`src/hdl/tks_pkg.sv`:
```
// Shared types and constants for the streaming top-k running-sum heap.
// Used by tks_front, tks_heap and top_k_running_sum_heap_core; no dependencies.
package tks_pkg;

   localparam int unsigned ValueWidth = 32;
   localparam int unsigned KeyWidth   = 31;
   localparam int unsigned SumWidth   = 42;
   localparam int unsigned PosWidth   = 32;
   localparam int unsigned PenWidth   = 31;
   localparam int unsigned KeepWidth  = 11;
   localparam int unsigned BestWidth  = 64;
   localparam int unsigned ScoreWidth = 63;
   localparam int unsigned CsrWidth   = 31;

   localparam logic CsrKeepCount = 1'b0;
   localparam logic CsrPenalty   = 1'b1;

   // Classified item handed from the front part to the back part.
   typedef struct packed {
      logic                restart;
      logic                positive;
      logic [KeyWidth-1:0] key;
   } job_type;

endpackage

```
`src/hdl/tks_front.sv`:
```
// Front part: accepts input items, classifies them and queues them.
// Depends on tks_pkg.
module tks_front (
   input  logic                       clock,
   input  logic                       reset,
   input  logic                       req_valid,
   output logic                       req_stall,
   input  logic [tks_pkg::ValueWidth-1:0] req_value,
   input  logic                       req_restart,
   output logic                       job_valid,
   input  logic                       job_take,
   output tks_pkg::job_type           job
);

   tks_pkg::job_type q_ff [2];
   tks_pkg::job_type in_job;
   logic             wr_ff, wr_in, rd_ff, rd_in;
   logic [1:0]       cnt_ff, cnt_in;
   logic             push, pop;

   always_comb begin
      in_job.restart  = req_restart;
      in_job.positive = !req_value[tks_pkg::ValueWidth-1] && (req_value != '0);
      in_job.key      = req_value[tks_pkg::KeyWidth-1:0];
   end

   assign req_stall = (cnt_ff == 2'd2);
   assign push      = req_valid && !req_stall;
   assign job_valid = (cnt_ff != 2'd0);
   assign pop       = job_valid && job_take;
   assign job       = q_ff[rd_ff];

   always_comb begin
      wr_in  = push ? !wr_ff : wr_ff;
      rd_in  = pop ? !rd_ff : rd_ff;
      cnt_in = cnt_ff + {1'b0, push} - {1'b0, pop};
   end

   always_ff @(posedge clock) begin
      if (reset) begin
         wr_ff  <= 1'b0;
         rd_ff  <= 1'b0;
         cnt_ff <= 2'd0;
      end else begin
         wr_ff  <= wr_in;
         rd_ff  <= rd_in;
         cnt_ff <= cnt_in;
      end
      if (push) begin
         q_ff[wr_ff] <= in_job;
      end
   end

endmodule

```
`config.mk`:
```
export PLATFORM = sky130hd
export DESIGN_NAME = tks_front
export DESIGN_NICKNAME = d
export VERILOG_FILES = /design/src/hdl/tks_pkg.sv /design/src/hdl/tks_front.sv
export SDC_FILE = /design/constraint.sdc
export NUM_CORES = 1
export LEC_CHECK = 0
export ABC_CLOCK_PERIOD_IN_PS = 5950
export BUFFER_PORTS_ARGS = -buffer_cell sky130_fd_sc_hd__buf_2
export CAP_MARGIN = 20
export CELL_PAD_IN_SITES_DETAIL_PLACEMENT = 1
export CELL_PAD_IN_SITES_GLOBAL_PLACEMENT = 2
export CORE_MARGIN = 3
export CORE_UTILIZATION = 40
export DETAILED_ROUTE_END_ITERATION = 8
export PLACE_DENSITY_LB_ADDON = 0.1
export REMOVE_ABC_BUFFERS = 1
export SETUP_SLACK_MARGIN = 0.3
export SLEW_MARGIN = 15
export SYNTH_ARGS = -nofsm -noshare
export SYNTH_HDL_FRONTEND = slang
export SYNTH_SLANG_ARGS = --single-unit
```
`constraint.sdc`:
```
create_clock -name clock -period 5.95 [get_ports clock]
set_input_delay 0.8925 -clock clock [delete_from_list [all_inputs] [get_ports clock]]
set_output_delay 0.8925 -clock clock [all_outputs]
set_load 0.03 [all_outputs]
```
### Yosys cells after proc, flatten, opt, wreduce, memory -nomap -nowiden

Memory sizes are Yosys's and may differ from the RTL's. A register that Yosys moved wholly into a read port is not among the register bits.
Index checks and enable logic that the tools add are counted.

| operators by class | value |
|---|---|
| add/sub/neg operators | 2 |
| reduce and logical (&&, ||, !) cells | 9 |
| equal/unequal tests | 1 |
| muxes and demuxes | 4 |

Operators by type and width:

| kind | number |
|---|---|
| $reduce_bool A32 Y1 | 1 |
| $logic_not A1 Y1 | 4 |
| $mux W1 | 4 |
| $logic_and A1 B1 Y1 | 3 |
| $add A2 B1 Y2 | 1 |
| $eq A2 B2 Y1 const B | 1 |
| $reduce_bool A2 Y1 | 1 |
| $sub A2 B1 Y2 | 1 |

| storage, ports and cells | value |
|---|---|
| flip-flop bits (word level) | 4 |
| memories | 1 |
| output and inout port bits | 35 |
| logic and storage cells | 20 |
| bits in writable memories | 66 |
| input bits | 37 |

Memory list:

| name | depth | width | read ports | clocked after memory_dff | wr ports | RTL line | source |
|---|---|---|---|---|---|---|---|
| q_ff | 2 | 33 | 1 | 1 | 1 | tks_front.sv:15 | `tks_pkg::job_type q_ff [2];` |

### Logic depth before layout (Yosys ltp)

| depth | value |
|---|---|
| depth after elaboration | 5 |
| depth in mapped cells | 8 |
| gate-level depth less buffers | 8 |

### Worst setup path after synthesis

No wires, ideal clock.

| path | value |
|---|---|
| path kind | input to register |
| start | in req_valid |
| end | mem q_ff[0][0] in the netlist's numbering, enable pin |
| library setup time | 0.388 ns |
| stages on the path | 3 |
| required time | 5.562 ns |
| arrival time | 1.941 ns |
| setup slack | 3.621 ns |
| cells stage by stage | inv_1 or3_1 inv_1 |

| on the way | value |
|---|---|
| word-level cells in the longest chain between the ends | 3 |

Ends and longest elaborated chain:

| item | RTL line | source |
|---|---|---|
| start: declaration | tks_front.sv:6 | `input logic req_valid,` |
| $logic_and A1 B1 Y1 | tks_front.sv:28 | `assign push = req_valid && !req_stall;` |
| $mux W1 | tks_front.sv:49 | `if (push) begin` |
| $mux W1 (implied by the code) | tks_front.sv:50 | `q_ff[wr_ff] <= in_job;` |
| end: declaration | tks_front.sv:15 |  |

Every way passes these cells.

==> impl_metrics.toml <==
[run_status]
status = "finished, final reports clean"

[setup_path]
path_class = "reg2out"
worstSetupEndpointType = "output port"
arrival_ns = 1.62
crit_fanout = 33
crit_path_start_kind = "flip-flop"
crit_required_ns = 5.06

[timing]
fin_crit_sh_pct = 42.3
rsz0062_at_grt = "false"
fin_setup_tns_ns = 0
period_needed_ns = 2.52
report.final.slew_viol_count = 0
setup_viol = 0
skew_ns = 0.00595
finalHoldViolCount = 0
max_freq_mhz = 398
slew_headroom_pct = 46.1
worstMarginPinSlew_ns = 0.808

[synth]
ys_seq_area_share_pct = 77.5
synth_top_area_share_pct = 73.8
synth_area_um2 = 2690
yosys_warnings = 0
synth-compound-area-share_pct = 0.839
avgSynthCellArea_um2 = 19.2
synthArstFlopShare_pct = 0
muxShareOfSynthArea_pct = 13.8
synth_top_cells_by_count = "edfxtp_1, mux2_2, nor4_1"
synth_top_family_by_area = "multiplexers"
synth_edf_count = 66
ys_top_cells_by_area = "edfxtp_1, mux2_2, dfxtp_1"
yosys.cell_count.top_type = "edfxtp_1"
synth-xor-area-share_pct = 0.979
ys.flop_type = "edfxtp_1"
synthAdderAreaFrac_pct = 0.932
synthSimpleGateAreaFrac_pct = 4.38
yosysUniqueCellTypes = 22
synth_top_area_cell = "edfxtp_1"
syn_inst = 140
synth.ff_latch_count = 71

[clock_network]
htree_levels = 3
cts_tree = "yes"
numClockSinks = 71
cts-root-buf = "clkbuf_8"
path_clk_slew_ns = 0.07
clock_latency_ns = 0.32
cts_hold_buf = 0
clock_path_buffers = 2
cts_resized = 0
cts_buffers = 9
post-cts-setup-buffer-count = 0

[floorplan]
die_area_um2 = 7730
initial_utilization_pct = 41.8
rows = 29
die_h_um = 87.9
io_pins = 72
die_w_um = 87.9
core_area_um2 = 6420

[flow_run]
drv_cap = 0

[pwr]
p_per_area_nw_per_um2 = 421
ir_drop_v = 0.000194
p_leak_uw = 0.00124

[global_route]
antenna_found_initial = 0
grt_max_degree = 34
grtUsageTotal_pct = 14.3
grt-ovfl-total = 0
grt_first_pass_wirelength_mm = 8.02
grt_pass1_vias = 1649

[final_layout]
final-instance-count-excl-fill = 299
area_growth_pct = 21.7
antennaDiodeCount = 0
final_layout_size_suffix_gt1_share_pct = 54.5
fin_nets = 259

[route]
drc = 0
drtAntennaViolNets = 0
wire_per_inst_um = 17.3
totalWireLength_mm = 5.17
first_pass_iters = 4
detail_route.vias_per_cell = 4.96
drtIter0Drc = 84
num_vias = 1482

[placement]
gp_congestion = 0.688
placed_cells = 286
portBuffers = 71
hpwl_mm = 3.64

[min_path]
hold_class = "reg2reg"
[state kept, by name, summed over array words and instances, names as in the netlist, named ones only]
signal,count
wr_ff,1
cnt_ff,2
q_ff,66
rd_ff,1
[logic make-up after synthesis]
family | count (synthesis)
flip-flops | 71
multiplexers | 33
AND/OR/NAND/NOR | 19
buffers and inverters | 8
AO/OA/AOI/OAI | 4
XOR/XNOR | 3
adder cells (fa/ha/maj) | 2
[worst paths after layout]
path / start / to / slack, ns / cells after the start
setup reg to reg: cnt_ff[0] / q_ff[0][25] / 4.23 / 5
hold / removal: wr_ff / wr_ff / 0.51 / 2
setup / recovery: flip-flop / job[25] / 3.43 / 3
hold reg to reg: wr_ff / wr_ff / 0.51 / 2
[stage by stage]
step                      instance area (µm²)  total power (µW)  utilization (%)  setup WS (ns)  hold slack, ns
after CTS                                3270              1400             50.9           3.40           0.515
after floorplan                          2660               965                -           3.58           0.451
after global routing                     3270              1450             50.9           3.33           0.548
after detailed placement                 3130              1100             48.7           3.71           0.503
final                                    3270              1370             50.9           3.43           0.510
after global placement                   3130              1080             48.7           3.76           0.472
[routing by layer]
| layer | wire length [µm] | track usage (%) | up-vias | share of wire [%] |
|---|---|---|---|---|
| met1 | 2180 | 16.9 | 731 | 42 |
| met5 | 0 | 0 | - | 0 |
| met2 | 2660 | 23.9 | 46 | 52 |
| met4 | 32 | 5.58 | 0 | 0.62 |
| met3 | 288 | 4.99 | 3 | 5.6 |
| li1 | - | - | 702 | - |
[power by group]
| group | internal [µW] | switching, µW | total, µW | leakage (µW) |
|---|---|---|---|---|
| logic | 155 | 283 | 438 | 0.000507 |
| registers | 621 | 18.7 | 640 | 0.000658 |
| clock network | 141 | 155 | 296 | 0.0000753 |
| total | 918 | 457 | 1370 | 0.00124 |
[final cells by class]
| cell class | count | area [µm²] |
|---|---|---|
| clock inverters | 3 | 13.8 |
| repair buffers | 73 | 370 |
| multi-input cells | 61 | 563 |
| clock buffers | 10 | 128 |
| well taps | 77 | 96.3 |
| fillers | 641 | 3150 |
| inverters | 4 | 15.0 |
| flip-flops and latches | 71 | 2080 |
[layout by cell type (no fill, tap or decap), drive strengths merged, types with 2 or more instances in the layout]
| master | instances |
|---|---|
| clkbuf | 10 |
| xnor2 | 2 |
| inv | 4 |
| nor2 | 3 |
| clkinv | 3 |
| buf | 73 |
| mux2 | 33 |
| dfxtp | 5 |
| edfxtp | 66 |
| a21oi | 2 |
| ha | 2 |
| and4 | 2 |
| nor4 | 8 |
[worst max-delay path, cell delays in order (launching register included)]
cell     delay, ns
dfxtp_1       0.31
buf_4         0.39
mux2_2        0.40
buf_2         0.18
Power figures use the tool's default switching activity.
